==> src/rtl/core/bqf_pkg.sv <==
`timescale 1ns / 1ps
// ----------------------------------------------------------------------------
// bqf_pkg
// Shared widths, coefficient slot codes, transfer types and saturation
// helpers for the cascaded biquad filter.
// ----------------------------------------------------------------------------
package bqf_pkg;

   localparam int MAX_SECTIONS = 8;
   localparam int SAMPLE_WIDTH = 16;
   localparam int COEF_WIDTH   = 20;
   localparam int FRAC_BITS    = 16;
   localparam int DELAY_WIDTH  = 40;
   localparam int SLOTS        = 5;

   localparam int SECT_W      = (MAX_SECTIONS > 1) ? $clog2(MAX_SECTIONS) : 1;
   localparam int SLOT_W      = 3;
   localparam int COUNT_W     = 4;
   localparam int COEF_DEPTH  = MAX_SECTIONS * SLOTS;
   localparam int COEF_ADDR_W = $clog2(COEF_DEPTH);
   localparam int PROD_WIDTH  = COEF_WIDTH + SAMPLE_WIDTH;
   localparam int ACC_WIDTH   = ((PROD_WIDTH > DELAY_WIDTH) ? PROD_WIDTH : DELAY_WIDTH) + 2;

   localparam logic [SLOT_W-1:0] SLOT_B0 = 3'd0;
   localparam logic [SLOT_W-1:0] SLOT_B1 = 3'd1;
   localparam logic [SLOT_W-1:0] SLOT_B2 = 3'd2;
   localparam logic [SLOT_W-1:0] SLOT_A1 = 3'd3;
   localparam logic [SLOT_W-1:0] SLOT_A2 = 3'd4;

   localparam logic OP_FILTER = 1'b0;
   localparam logic OP_LOAD   = 1'b1;

   typedef struct packed {
      logic              start;
      logic [SECT_W-1:0] last_sect;
   } bqf_start_type;

   typedef struct packed {
      logic                           valid;
      logic signed [SAMPLE_WIDTH-1:0] sample;
      logic                           clip;
   } bqf_result_type;

   typedef struct packed {
      logic signed [DELAY_WIDTH-1:0] d1;
      logic signed [DELAY_WIDTH-1:0] d2;
   } bqf_delay_pair_type;

   typedef struct packed {
      logic               rd_en;
      logic [SECT_W-1:0]  rd_addr;
      logic               wr_en;
      logic [SECT_W-1:0]  wr_addr;
      bqf_delay_pair_type wr_data;
   } bqf_dly_req_type;

   typedef struct packed {
      logic signed [SAMPLE_WIDTH-1:0] sample;
      logic                           clip;
   } bqf_sat_type;

   function automatic logic [COEF_ADDR_W-1:0] coef_addr(input logic [SECT_W-1:0] sect,
                                                       input logic [SLOT_W-1:0] slot);
      return COEF_ADDR_W'(int'(sect) * SLOTS + int'(slot));
   endfunction

   // clamp to the signed delay range
   function automatic logic signed [DELAY_WIDTH-1:0] sat_delay(
         input logic signed [ACC_WIDTH-1:0] v);
      logic [ACC_WIDTH-DELAY_WIDTH:0] top;
      top = v[ACC_WIDTH-1:DELAY_WIDTH-1];
      if ((&top) || !(|top)) begin
         return v[DELAY_WIDTH-1:0];
      end else if (v[ACC_WIDTH-1]) begin
         return {1'b1, {(DELAY_WIDTH-1){1'b0}}};
      end else begin
         return {1'b0, {(DELAY_WIDTH-1){1'b1}}};
      end
   endfunction

   // clamp to the signed sample range and flag the clamp
   function automatic bqf_sat_type sat_sample(input logic signed [ACC_WIDTH-1:0] v);
      logic [ACC_WIDTH-SAMPLE_WIDTH:0] top;
      bqf_sat_type                     res;
      top = v[ACC_WIDTH-1:SAMPLE_WIDTH-1];
      if ((&top) || !(|top)) begin
         res.sample = v[SAMPLE_WIDTH-1:0];
         res.clip   = 1'b0;
      end else if (v[ACC_WIDTH-1]) begin
         res.sample = {1'b1, {(SAMPLE_WIDTH-1){1'b0}}};
         res.clip   = 1'b1;
      end else begin
         res.sample = {1'b0, {(SAMPLE_WIDTH-1){1'b1}}};
         res.clip   = 1'b1;
      end
      return res;
   endfunction

endpackage

==> src/rtl/core/bqf_coef_mem.sv <==
`timescale 1ns / 1ps
// ----------------------------------------------------------------------------
// bqf_coef_mem
// Coefficient store: one write port, one registered read port, and a valid
// bit per entry so that unwritten coefficients read as zero after reset.
// ----------------------------------------------------------------------------
module bqf_coef_mem (
   input  logic                                 clock,
   input  logic                                 reset,
   input  logic                                 wr_en,
   input  logic [bqf_pkg::COEF_ADDR_W-1:0]      wr_addr,
   input  logic signed [bqf_pkg::COEF_WIDTH-1:0] wr_data,
   input  logic [bqf_pkg::COEF_ADDR_W-1:0]      rd_addr,
   output logic signed [bqf_pkg::COEF_WIDTH-1:0] rd_data
);

   logic signed [bqf_pkg::COEF_WIDTH-1:0] mem [bqf_pkg::COEF_DEPTH];
   logic [bqf_pkg::COEF_DEPTH-1:0]        valid_ff;
   logic signed [bqf_pkg::COEF_WIDTH-1:0] rd_data_ff;
   logic                                  rd_valid_ff;

   always_ff @(posedge clock) begin
      if (wr_en) begin
         mem[wr_addr] <= wr_data;
      end
      rd_data_ff <= mem[rd_addr];
   end

   always_ff @(posedge clock) begin
      if (reset) begin
         valid_ff    <= '0;
         rd_valid_ff <= 1'b0;
      end else begin
         if (wr_en) begin
            valid_ff[wr_addr] <= 1'b1;
         end
         rd_valid_ff <= valid_ff[rd_addr];
      end
   end

   assign rd_data = rd_valid_ff ? rd_data_ff : '0;

endmodule

==> src/rtl/core/bqf_delay_mem.sv <==
`timescale 1ns / 1ps
// ----------------------------------------------------------------------------
// bqf_delay_mem
// Delay store: one entry per section holding both transposed delays, with a
// registered read port and a valid bit per section for the zero reset state.
// ----------------------------------------------------------------------------
module bqf_delay_mem (
   input  logic                        clock,
   input  logic                        reset,
   input  bqf_pkg::bqf_dly_req_type    req,
   output bqf_pkg::bqf_delay_pair_type rd_data
);

   bqf_pkg::bqf_delay_pair_type       mem [bqf_pkg::MAX_SECTIONS];
   logic [bqf_pkg::MAX_SECTIONS-1:0]  valid_ff;
   bqf_pkg::bqf_delay_pair_type       rd_data_ff;
   logic                              rd_valid_ff;

   always_ff @(posedge clock) begin
      if (req.wr_en) begin
         mem[req.wr_addr] <= req.wr_data;
      end
      if (req.rd_en) begin
         rd_data_ff <= mem[req.rd_addr];
      end
   end

   always_ff @(posedge clock) begin
      if (reset) begin
         valid_ff    <= '0;
         rd_valid_ff <= 1'b0;
      end else begin
         if (req.wr_en) begin
            valid_ff[req.wr_addr] <= 1'b1;
         end
         if (req.rd_en) begin
            rd_valid_ff <= valid_ff[req.rd_addr];
         end
      end
   end

   assign rd_data = rd_valid_ff ? rd_data_ff : '0;

endmodule

==> src/rtl/core/bqf_engine.sv <==
`timescale 1ns / 1ps
// ----------------------------------------------------------------------------
// bqf_engine
// Section sequencer and shared multiply-accumulate datapath. Walks the active
// sections, reading coefficients and delays, and writes the delays back.
// ----------------------------------------------------------------------------
module bqf_engine (
   input  logic                                   clock,
   input  logic                                   reset,
   input  bqf_pkg::bqf_start_type                 start,
   input  logic signed [bqf_pkg::SAMPLE_WIDTH-1:0] start_sample,
   input  logic                                   out_free,
   output logic                                   idle,
   output bqf_pkg::bqf_result_type                result,
   output logic [bqf_pkg::COEF_ADDR_W-1:0]        coef_rd_addr,
   input  logic signed [bqf_pkg::COEF_WIDTH-1:0]  coef_rd_data,
   output bqf_pkg::bqf_dly_req_type               dly_req,
   input  bqf_pkg::bqf_delay_pair_type            dly_rd_data
);

   typedef enum logic [2:0] {
      ST_IDLE,
      ST_B0,
      ST_Y,
      ST_A1,
      ST_B2,
      ST_A2,
      ST_D2,
      ST_FIN
   } state_type;

   localparam logic signed [bqf_pkg::ACC_WIDTH-1:0] HALF_LSB =
      bqf_pkg::ACC_WIDTH'(1) <<< (bqf_pkg::FRAC_BITS - 1);

   state_type                                state_ff, state_in;
   logic [bqf_pkg::SECT_W-1:0]               sect_ff, sect_in;
   logic [bqf_pkg::SECT_W-1:0]               last_ff, last_in;
   logic signed [bqf_pkg::SAMPLE_WIDTH-1:0]  x_ff, x_in;
   logic signed [bqf_pkg::SAMPLE_WIDTH-1:0]  y_ff, y_in;
   logic                                     clip_ff, clip_in;
   logic signed [bqf_pkg::PROD_WIDTH-1:0]    prod_ff, prod_in;
   logic signed [bqf_pkg::ACC_WIDTH-1:0]     acc_ff, acc_in;
   logic signed [bqf_pkg::DELAY_WIDTH-1:0]   d1n_ff, d1n_in;

   logic signed [bqf_pkg::SAMPLE_WIDTH-1:0]  operand;
   logic signed [bqf_pkg::DELAY_WIDTH-1:0]   psat;
   logic signed [bqf_pkg::ACC_WIDTH-1:0]     y_sum;
   logic signed [bqf_pkg::ACC_WIDTH-1:0]     y_shift;
   bqf_pkg::bqf_sat_type                     y_sat;
   logic [bqf_pkg::SECT_W-1:0]               sect_next;
   logic                                     at_last;

   // product clamped to the delay range, from last cycle's multiply
   assign psat      = bqf_pkg::sat_delay(bqf_pkg::ACC_WIDTH'(prod_ff));
   assign y_sum     = bqf_pkg::ACC_WIDTH'(psat) + bqf_pkg::ACC_WIDTH'(dly_rd_data.d1) + HALF_LSB;
   assign y_shift   = y_sum >>> bqf_pkg::FRAC_BITS;
   assign y_sat     = bqf_pkg::sat_sample(y_shift);
   assign sect_next = bqf_pkg::SECT_W'(sect_ff + 1'b1);
   assign at_last   = (sect_ff == last_ff);

   assign prod_in = bqf_pkg::PROD_WIDTH'(coef_rd_data) * bqf_pkg::PROD_WIDTH'(operand);

   always_comb begin
      state_in      = state_ff;
      sect_in       = sect_ff;
      last_in       = last_ff;
      x_in          = x_ff;
      y_in          = y_ff;
      clip_in       = clip_ff;
      acc_in        = acc_ff;
      d1n_in        = d1n_ff;
      operand       = x_ff;
      coef_rd_addr  = '0;
      dly_req       = '0;
      result.valid  = 1'b0;
      result.sample = x_ff;
      result.clip   = clip_ff;
      unique case (state_ff)
         ST_IDLE: begin
            if (start.start) begin
               x_in            = start_sample;
               sect_in         = '0;
               last_in         = start.last_sect;
               clip_in         = 1'b0;
               dly_req.rd_en   = 1'b1;
               dly_req.rd_addr = '0;
               coef_rd_addr    = bqf_pkg::coef_addr('0, bqf_pkg::SLOT_B0);
               state_in        = ST_B0;
            end
         end
         ST_B0: begin
            operand      = x_ff;
            coef_rd_addr = bqf_pkg::coef_addr(sect_ff, bqf_pkg::SLOT_B1);
            state_in     = ST_Y;
         end
         ST_Y: begin
            operand      = x_ff;
            y_in         = y_sat.sample;
            clip_in      = clip_ff | y_sat.clip;
            coef_rd_addr = bqf_pkg::coef_addr(sect_ff, bqf_pkg::SLOT_A1);
            state_in     = ST_A1;
         end
         ST_A1: begin
            operand      = y_ff;
            acc_in       = bqf_pkg::ACC_WIDTH'(psat) + bqf_pkg::ACC_WIDTH'(dly_rd_data.d2);
            coef_rd_addr = bqf_pkg::coef_addr(sect_ff, bqf_pkg::SLOT_B2);
            state_in     = ST_B2;
         end
         ST_B2: begin
            operand      = x_ff;
            d1n_in       = bqf_pkg::sat_delay(acc_ff - bqf_pkg::ACC_WIDTH'(psat));
            coef_rd_addr = bqf_pkg::coef_addr(sect_ff, bqf_pkg::SLOT_A2);
            state_in     = ST_A2;
         end
         ST_A2: begin
            operand  = y_ff;
            acc_in   = bqf_pkg::ACC_WIDTH'(psat);
            state_in = ST_D2;
         end
         ST_D2: begin
            dly_req.wr_en      = 1'b1;
            dly_req.wr_addr    = sect_ff;
            dly_req.wr_data.d1 = d1n_ff;
            dly_req.wr_data.d2 = bqf_pkg::sat_delay(acc_ff - bqf_pkg::ACC_WIDTH'(psat));
            x_in               = y_ff;
            if (at_last) begin
               state_in = ST_FIN;
            end else begin
               // fetch the next section while this one writes back
               sect_in         = sect_next;
               dly_req.rd_en   = 1'b1;
               dly_req.rd_addr = sect_next;
               coef_rd_addr    = bqf_pkg::coef_addr(sect_next, bqf_pkg::SLOT_B0);
               state_in        = ST_B0;
            end
         end
         ST_FIN: begin
            if (out_free) begin
               result.valid = 1'b1;
               state_in     = ST_IDLE;
            end
         end
         default: begin
            state_in = ST_IDLE;
         end
      endcase
   end

   assign idle = (state_ff == ST_IDLE);

   always_ff @(posedge clock) begin
      if (reset) begin
         state_ff <= ST_IDLE;
      end else begin
         state_ff <= state_in;
      end
      sect_ff <= sect_in;
      last_ff <= last_in;
      x_ff    <= x_in;
      y_ff    <= y_in;
      clip_ff <= clip_in;
      prod_ff <= prod_in;
      acc_ff  <= acc_in;
      d1n_ff  <= d1n_in;
   end

endmodule

==> src/rtl/core/cascaded_biquad_filter.sv <==
`timescale 1ns / 1ps
// ----------------------------------------------------------------------------
// cascaded_biquad_filter
// Cascade of up to eight transposed direct form II biquad sections in fixed
// point, with a shared multiplier and memory-held coefficients and delays.
// ----------------------------------------------------------------------------
// A filter transaction walks each section in use (section_count, 0 treated
// as 1 and values above eight as eight) through states B0, Y, A1, B2, A2 and
// D2, then waits in FIN until the output register is free, and no further
// request is taken until it ends: each section needs five products through
// the one shared multiplier, with the coefficient store read one coefficient
// per cycle, and the delay write-back of a section overlaps the fetch of the
// next. A coefficient load returns nothing. The result sits in an output
// register, so the next request is taken while an earlier result still waits.
// Coefficients and delays are zero after reset without any clearing pass.
// ----------------------------------------------------------------------------
module cascaded_biquad_filter (
   input  logic                                   clock,
   input  logic                                   reset,
   input  logic                                   req_valid,
   output logic                                   req_ready,
   input  logic                                   req_operation,
   input  logic signed [bqf_pkg::SAMPLE_WIDTH-1:0] req_sample_in,
   input  logic [bqf_pkg::SECT_W-1:0]             req_coef_section,
   input  logic [bqf_pkg::SLOT_W-1:0]             req_coef_slot,
   input  logic signed [bqf_pkg::COEF_WIDTH-1:0]  req_coef_value,
   output logic                                   rsp_valid,
   input  logic                                   rsp_ready,
   output logic signed [bqf_pkg::SAMPLE_WIDTH-1:0] rsp_sample_out,
   output logic                                   rsp_clipped,
   input  logic                                   csr_write_enable,
   input  logic [bqf_pkg::COUNT_W-1:0]            csr_write_data
);

   logic [bqf_pkg::COUNT_W-1:0]              section_count_ff;
   logic                                     rsp_valid_ff;
   logic signed [bqf_pkg::SAMPLE_WIDTH-1:0]  rsp_sample_ff;
   logic                                     rsp_clipped_ff;

   logic                                     accept;
   logic                                     coef_wr_en;
   logic [bqf_pkg::COEF_ADDR_W-1:0]          coef_wr_addr;
   logic [bqf_pkg::COEF_ADDR_W-1:0]          coef_rd_addr;
   logic signed [bqf_pkg::COEF_WIDTH-1:0]    coef_rd_data;
   bqf_pkg::bqf_dly_req_type                 dly_req;
   bqf_pkg::bqf_delay_pair_type              dly_rd_data;
   bqf_pkg::bqf_start_type                   start;
   bqf_pkg::bqf_result_type                  result;
   logic                                     eng_idle;
   logic                                     out_free;
   logic [bqf_pkg::SECT_W-1:0]               last_sect;

   assign req_ready = eng_idle;
   assign accept    = req_valid && req_ready;
   assign out_free  = !rsp_valid_ff || rsp_ready;

   // drop loads with an out-of-range section or slot
   assign coef_wr_en = accept && (req_operation == bqf_pkg::OP_LOAD)
                       && (int'(req_coef_slot) < bqf_pkg::SLOTS)
                       && (int'(req_coef_section) < bqf_pkg::MAX_SECTIONS);
   assign coef_wr_addr = bqf_pkg::coef_addr(req_coef_section, req_coef_slot);

   always_comb begin
      if (section_count_ff == '0) begin
         last_sect = '0;
      end else if (int'(section_count_ff) > bqf_pkg::MAX_SECTIONS) begin
         last_sect = bqf_pkg::SECT_W'(bqf_pkg::MAX_SECTIONS - 1);
      end else begin
         last_sect = bqf_pkg::SECT_W'(section_count_ff - 1'b1);
      end
   end

   assign start.start     = accept && (req_operation == bqf_pkg::OP_FILTER);
   assign start.last_sect = last_sect;

   bqf_coef_mem u_coef_mem (
      .clock   (clock),
      .reset   (reset),
      .wr_en   (coef_wr_en),
      .wr_addr (coef_wr_addr),
      .wr_data (req_coef_value),
      .rd_addr (coef_rd_addr),
      .rd_data (coef_rd_data)
   );

   bqf_delay_mem u_delay_mem (
      .clock   (clock),
      .reset   (reset),
      .req     (dly_req),
      .rd_data (dly_rd_data)
   );

   bqf_engine u_engine (
      .clock        (clock),
      .reset        (reset),
      .start        (start),
      .start_sample (req_sample_in),
      .out_free     (out_free),
      .idle         (eng_idle),
      .result       (result),
      .coef_rd_addr (coef_rd_addr),
      .coef_rd_data (coef_rd_data),
      .dly_req      (dly_req),
      .dly_rd_data  (dly_rd_data)
   );

   always_ff @(posedge clock) begin
      if (reset) begin
         section_count_ff <= bqf_pkg::COUNT_W'(1);
         rsp_valid_ff     <= 1'b0;
      end else begin
         if (csr_write_enable) begin
            section_count_ff <= csr_write_data;
         end
         if (result.valid) begin
            rsp_valid_ff <= 1'b1;
         end else if (rsp_ready) begin
            rsp_valid_ff <= 1'b0;
         end
      end
      // hold the result until the next one is captured
      if (result.valid) begin
         rsp_sample_ff  <= result.sample;
         rsp_clipped_ff <= result.clip;
      end
   end

   assign rsp_valid      = rsp_valid_ff;
   assign rsp_sample_out = rsp_sample_ff;
   assign rsp_clipped    = rsp_clipped_ff;

endmodule
==> config.mk <==
export PLATFORM = sky130hd
export DESIGN_NAME = cascaded_biquad_filter
export DESIGN_NICKNAME = d
export VERILOG_FILES = /design/src/rtl/core/bqf_pkg.sv /design/src/rtl/core/bqf_coef_mem.sv /design/src/rtl/core/bqf_delay_mem.sv /design/src/rtl/core/bqf_engine.sv /design/src/rtl/core/cascaded_biquad_filter.sv
export SDC_FILE = /design/constraint.sdc
export NUM_CORES = 2
export LEC_CHECK = 0
export ABC_AREA = 1
export ABC_CLOCK_PERIOD_IN_PS = 14750
export BUFFER_PORTS_ARGS = -buffer_cell sky130_fd_sc_hd__buf_2
export CORE_ASPECT_RATIO = 1.1
export CORE_MARGIN = 10
export CORE_UTILIZATION = 40
export CTS_CLUSTER_DIAMETER = 80
export CTS_CLUSTER_SIZE = 40
export DETAILED_ROUTE_END_ITERATION = 10
export GPL_TIMING_DRIVEN = 0
export SLEW_MARGIN = 5
export SYNTH_ARGS = -nofsm -noshare
export SYNTH_HDL_FRONTEND = slang
export SYNTH_SLANG_ARGS = --single-unit
==> constraint.sdc <==
create_clock -name clock -period 14.75 [get_ports clock]
set_input_delay 0.7375 -clock clock [delete_from_list [all_inputs] [get_ports clock]]
set_output_delay 0.7375 -clock clock [all_outputs]
set_load 0.01 [all_outputs]
# [Word level (Yosys, flattened, before mapping)]
# Memories as Yosys holds them, arrays and structs flattened. A register that Yosys moved wholly into a read port is not among the register bits.
# Index checks and enable logic that the tools add are counted.
[totals] ram_bits=1440 memories=2 wordCells=127 output_inout_bits=19 regBits=232 romBits=0 latchBits=0
[classes] div_mod_pow=0 bitwise_logic=4 addsub=11 n_reduce_logical=28 n_eq_ne=11 magnitude_cmp=8 n_mul=4 n_mux=42 shifts=0
[mem_list] memory="u_coef_mem.mem" words=40 word_bits=20 rd=1 rd_ports_with_merged_regs=1 write_ports=1 line="bqf_coef_mem.sv:17" rtl="logic signed [bqf_pkg::COEF_WIDTH-1:0] mem [bqf_pkg::COEF_DEPTH];"
[mem_list] memory="u_delay_mem.mem" words=8 word_bits=80 rd=1 rd_ports_with_merged_regs=1 write_ports=1 line="bqf_delay_mem.sv:14" rtl="bqf_pkg::bqf_delay_pair_type mem [bqf_pkg::MAX_SECTIONS];"
[ops] op="two-way mux 84 bit" n=1
[ops] op="case mux 42 bit (2 select lines)" n=1
[ops] op="adder 36 x 40 -> 41 bit" n=2
[ops] op="two-way mux 40 bit" n=2
[ops] op="two-way mux 80 bit" n=1
[ops] op="adder 42 x 17 -> 42 bit (second input constant)" n=1
[ops] op="subtractor 42 x 36 -> 42 bit" n=1
[ops] op="bitwise OR 40 bit" n=1
[ops] op="multiplier 20 x 16 -> 36 bit" n=1
[ops] op="two-way mux 17 bit" n=2
[ops] op="two-way mux 16 bit" n=2
[ops] op="case mux 16 bit (2 select lines)" n=1
[ops] op="case mux 6 bit (5 select lines)" n=1
[ops] op="case mux 3 bit (8 select lines)" n=1
[ops] op="two-way mux 20 bit" n=1
[ops] op="multiplier 3 x 3 -> 6 bit (second input constant)" n=3
[ops] op="two-way mux 3 bit" n=6
[ops] op="< comparator 6 x 7 -> 1 bit (second input constant)" n=2
[ops] op="two-way mux 1 bit" n=13
[ops] op="adder 6 x 3 -> 6 bit (second input constant)" n=2
[ops] op="equality test 3 bit (second input constant)" n=4
[ops] op="AND reduction 11 bit" n=1
[ops] op="OR reduction 11 bit" n=1
[ops] op="< comparator 3 x 4 -> 1 bit (second input constant)" n=2
[ops] op="36 further kinds" n=55

# [Longest topological paths before layout]
[depth] depth_word=11 ltp_mapped=36

# [By module]
# Synthesis repeated with hierarchy kept, for this count alone.
[unflattened] cells_unflattened=8788 area_unflattened_um2=90720.8
[modules_own_cells] module="bqf_coef_mem" cells_per_inst=2772 instances=1 seq_area_each_um2=25244.2 area_each_um2=34036.4
[modules_own_cells] module="bqf_delay_mem" cells_per_inst=2125 instances=1 seq_area_each_um2=21800.9 area_each_um2=28164.5
[modules_own_cells] module="bqf_engine" cells_per_inst=3818 instances=1 seq_area_each_um2=4384.2 area_each_um2=27581.5
[modules_own_cells] module="cascaded_biquad_filter" cells_per_inst=73 instances=1 seq_area_each_um2=610.6 area_each_um2=938.4

# [Worst setup path after synthesis]
# No wires, ideal clock.
[synth_path] path_kind="register to register" startpoint="register u_engine.state_ff[2]" endpoint="register u_engine.prod_ff[31] (netlist name)" t_arrival_ns=8.246 setup_ns=0.121 path_slack_ns=6.383 stages_incl_launch_ff=30 path_buffers=2 period_less_slack_ns=8.367 path_cell_list="dfxtp_1 > inv_2 > nor3_1 > nor2_1 > clkinv_1 > clkbuf_1 > o21ai_1 > inv_1 > clkbuf_1 > nand2_1 > fa_1 > fa_1 > fa_1 > inv_1 > fa_1 > fa_1 > inv_1 > fa_1 > inv_1 > ha_1 > a21oi_1 > o21a_1 > nand2_1 > a21boi_0 > o21ai_1 > a21boi_0 > o21ai_1 > nand2_1 > nand2_1 > xor2_1"
[synth_via] elab_chain_cells=4 elab_cells_between_ends=5 classes_between="1 x mul; 2 x eq/ne; 1 x mux; 1 x reduce/logical"
[synth_rtl] element="start, declared" line="bqf_engine.sv:35" rtl="state_type state_ff, state_in;"
[synth_rtl] element="start signal, assigned" line="bqf_engine.sv:155" rtl="state_ff <= state_in;"
[synth_rtl] element="equality test 3 x 2 -> 1 bit or equality test 3 bit (tied branches)" line="bqf_engine.sv:78" rtl="unique case (state_ff)"
[synth_rtl] element="OR reduction 2 bit (no source line) *"
[synth_rtl] element="two-way mux 16 bit *" line="bqf_engine.sv:78"
[synth_rtl] element="multiplier 20 x 16 -> 36 bit *" line="bqf_engine.sv:61" rtl="assign prod_in = bqf_pkg::PROD_WIDTH'(coef_rd_data) * bqf_pkg::PROD_WIDTH'(operand);"
[synth_rtl] element="net u_engine.prod_in (one bit)" line="bqf_engine.sv:41" rtl="logic signed [bqf_pkg::PROD_WIDTH-1:0] prod_ff, prod_in;"
[synth_rtl] element="end signal, assigned" line="bqf_engine.sv:162" rtl="prod_ff <= prod_in;"
[synth_rtl] element="end, declared" line="bqf_engine.sv:41"
# Mark *: on every way through the listed nets, which the timed path passes. The rest lies on a longest branch.
# A chain may end at the register's enable or synchronous reset.

# [Final worst setup path]
[layout_path] startpoint="register u_engine.state_ff[2]" endpoint="register u_engine.prod_ff[34] (netlist name)"
# Same word-level chain as after synthesis.

==> results.md <==
- Num ports: 71
- Async set or reset register ratio after synthesis: 0%
- Placed Cells: 11400
- Max cap viols: 0
- Leak: 35.6 nW
- Initial antenna violation count: 8
- CP max stage delay: about 1200 ps
- Share of cells above drive strength 1: 9.51%
- Die Width: 472 um
- Tcrit/Tclk final: 71.2%
- Post-CTS sizing: 0
- Avg WL per Cell: between 20 and 25 um
- Hold depth: 2
- Post-synthesis cell count: ~8400
- Routed wl met3: 16.8 mm
- Worst hold start: csr_write_enable
- Flop pwr share: roughly 33%
- Final Critical Period: 10500 ps
- Final net count: 9199
- Yosys reg bits: ~1800
- DRT antenna net count: 0
- Num CTS Buffers: 96
- Combinational power share: 48.6%
- Fmax: 95.3 MHz
- Post-CTS Repair Setup Buffers: 0
- Setup Crit Path Kind: flop to flop
- Vias in the first global route: 63100
- Core area: 0.224 sq mm
- Worst R2R End: u_engine.prod_ff[34]$_DFF_P_
- Crit path launch type: flop
- Drt total wl: 285 mm
- Clock Latency Late Sink: 800 ps
- Layout Skew: 116 ps
- Slowest CP cell: o21ai_1
- Met2 Routed Length: 142 mm
- Sw Share: 46.2%
- Hold-fix buffers, CTS: 0
- Synth cell types: 59
- Die Span Y: 518 um
- PwrDens: roughly 190 mW/mm^2
- Die footprint: 0.245 sq mm
- Post-synth EDFFs: roughly 1700
- Routed vias/inst: between 5 and 6
- Outcome: finished clean
- Crit path capture type: flop
- Pre-Repair DR Iteration Count: 6
- Worst hold path type: input port to flop
- CTS tree: yes
- Top sig layer: met5
- FF-to-FF path depth: 29
- Slew headroom: 3.09%
- Critical Path AT: 11110 ps
- Final Hold Vio Count: 0
- Seq/Total Area, Yosys: approximately 58%
- Clock tree buffer depth: 3
- Clock sink total: 1771
- Setup TNS Final: 0 ps
- Remaining Overflow, GRT: 0
- RSZ-0062 raised after global routing: no
- DRC errors left: 0
- Switch Pwr: 8.52 mW
- Clock power frac: 18.5%
- GRT Util Overall: 22.6%
- Mapped Area: 0.0901 sq mm
- Largest net degree at the start of global routing: 51
- Slew Limit Fails: 0
- Critical path peak fanout: 50
- Hpwl dp: 214 mm
- Worst Hold End: section_count_ff[0]$_SDFFE_PP1P_
- Worst-path clk slew: between 100 and 150 ps
- Pint: 9.92 mW
- Worst reg2reg path startpoint: u_engine.state_ff[2]$_SDFFE_PP0P_
- CTS root buffer: clkbuf_16
- Worst endpoint required time: 15370 ps
- Area delta synth->final: 10.2%
- Initial Utilization: about two fifths
- Post-synth net total: 8977
- Worst-margin pin slew: about 1500 ps
- Metal-1 WL: 112 mm
- H-tree depth: 3
- Row count: 182
- Fin cells: 11600
- VDD IR-drop max: between 150 and 200 uV
- Mapped Avg Cell Area: 10.8 sq um
- Yosys warns: 0
- Synth Flop Type: edfxtp_1
- R2r setup slk: 4250 ps
- Detailed Route Iter0 Violations: 6017
- First-pass GRT wire length: approximately 420 mm
- Count of final setup violators: 0
- # port buffers: 69
- Gp weighted congestion: just under 1
- Via count: ~63000
-- kinds of logic after synthesis --
family                   after synthesis  share of synthesized area (%)
AND/OR/NAND/NOR                     3010                           14.4
multiplexers                           3                         0.0333
buffers and inverters               1354                           5.70
XOR/XNOR                             120                           1.17
AO/OA/AOI/OAI                       1561                           10.6
adder cells (fa/ha/maj)              553                           10.4
flip-flops                          1771                           57.8
-- cells in the mapped netlist (114+ instances only) --
| cell | number | area, sq um |
|---|---|---|
| a21oi_1 | 178 | 891 |
| a31oi_1 | 116 | 726 |
| clkbuf_1 | 320 | 1200 |
| dfxtp_1 | 114 | 2280 |
| edfxtp_1 | 1657 | 49800 |
| fa_1 | 322 | 6450 |
| ha_1 | 231 | 2890 |
| inv_1 | 954 | 3580 |
| nand2_1 | 1105 | 4150 |
| nand3_1 | 216 | 1080 |
| nor2_1 | 1193 | 4480 |
| o211ai_1 | 293 | 2200 |
| o21ai_0 | 659 | 3300 |
| o221ai_1 | 119 | 1040 |
| or2_2 | 347 | 2170 |
-- stage by stage --
stage	utilization (%)	hold slack, ps	setup slack (ps)	area, sq um	power [mW]
floorplan	-	421	6380	90100	11.6
global placement	42.0	435	2530	94100	15.0
detailed placement	42.6	445	4260	95400	15.0
CTS	44.3	110	4230	99200	18.5
global route	44.3	146	3680	99200	19.5
finish	44.3	175	4250	99200	18.4
-- flip-flops by register name (all words and copies together), names as in the netlist, 20 cells and up --
name,flops
u_engine.acc_ff,41
u_coef_mem.valid_ff,40
u_delay_mem.mem,640
u_delay_mem.rd_data_ff,80
u_coef_mem.rd_data_ff,20
u_engine.prod_ff,36
u_coef_mem.mem,800
u_engine.d1n_ff,40
-- power groups by stage --
stage                     Clock (mW)  Combinational, mW  Sequential (mW)
after floorplan                    0               5.56             6.00
after global placement             0               8.80             6.19
after detailed placement           0               8.85             6.18
after CTS                       3.46               8.93             6.06
after global routing            3.64               9.74             6.07
final                           3.42               8.95             6.07
-- worst max path at each step --
| stage | from | to | slack [ps] | cells past startpoint |
|---|---|---|---|---|
| global route | u_engine.state_ff[2]$_SDFFE_PP0P_ | u_engine.prod_ff[34]$_DFF_P_ | 3680 | 29 |
| detailed placement | u_engine.state_ff[2]$_SDFFE_PP0P_ | u_engine.prod_ff[34]$_DFF_P_ | 4260 | 29 |
| finish | u_engine.state_ff[2]$_SDFFE_PP0P_ | u_engine.prod_ff[34]$_DFF_P_ | 4250 | 29 |
| global placement | u_engine.state_ff[2]$_SDFFE_PP0P_ | u_engine.prod_ff[34]$_DFF_P_ | 2530 | 28 |
| floorplan | u_engine.state_ff[2]$_SDFFE_PP0P_ | u_engine.prod_ff[31]$_DFF_P_ | 6380 | 29 |
| CTS | u_engine.state_ff[2]$_SDFFE_PP0P_ | u_engine.prod_ff[34]$_DFF_P_ | 4230 | 29 |
-- placed cells by master (no fill, tap or decap), types with 13 or more instances in the layout --
cell type,Yosys,final
edfxtp_1,1657,1657
nor2_1,1193,1143
nand2_1,1105,1104
inv_1,954,953
o21ai_0,659,657
or2_2,347,347
fa_1,322,322
clkbuf_1,320,317
o211ai_1,293,293
ha_1,231,231
nand3_1,216,216
a21oi_1,178,178
o221ai_1,119,119
a31oi_1,116,116
dfxtp_1,114,114
clkbuf_16,0,97
buf_2,25,94
xor2_1,72,72
nor2_2,23,50
o32ai_1,49,49
xnor2_1,48,48
o22ai_1,43,43
o21ai_1,42,42
nand4_1,41,41
nor2_4,8,31
buf_12,0,23
nor3_1,22,22
nand2_2,22,22
buf_8,0,21
buf_1,20,20
clkinv_1,17,19
inv_2,13,14
o21a_1,14,14
clkinv_16,0,14
inv_6,0,13
-- worst max-delay path: cells and delay by family, from the launching register on --
kind / cells / cell delay, ps
compound gates: 8 / 2860
fa+ha+maj: 7 / 3340
buf+inv: 7 / 2020
flops: 1 / 450
simple gates: 7 / 1650
-- layout make-up --
type | instances | area [sq um]
Timing Repair Buffer | 124 | 1380
Inverter | 985 | 3700
Clock inverter | 83 | 1380
Sequential cell | 1771 | 52000
Buffer | 369 | 1450
Clock buffer | 98 | 2430
Antenna cell | 4 | 10.0
Fill cell | 20900 | 125000
Tap cell | 2944 | 3680
Multi-Input combinational cell | 5247 | 33200
-- metal layers --
layer | vias up | global-route usage, %
met5 | - | 0
met4 | 4 | 9.47
met3 | 481 | 2.94
met2 | 2221 | 39.4
met1 | 31400 | 28.2
li1 | 29100 | -
Power figures use the tool's default switching activity.
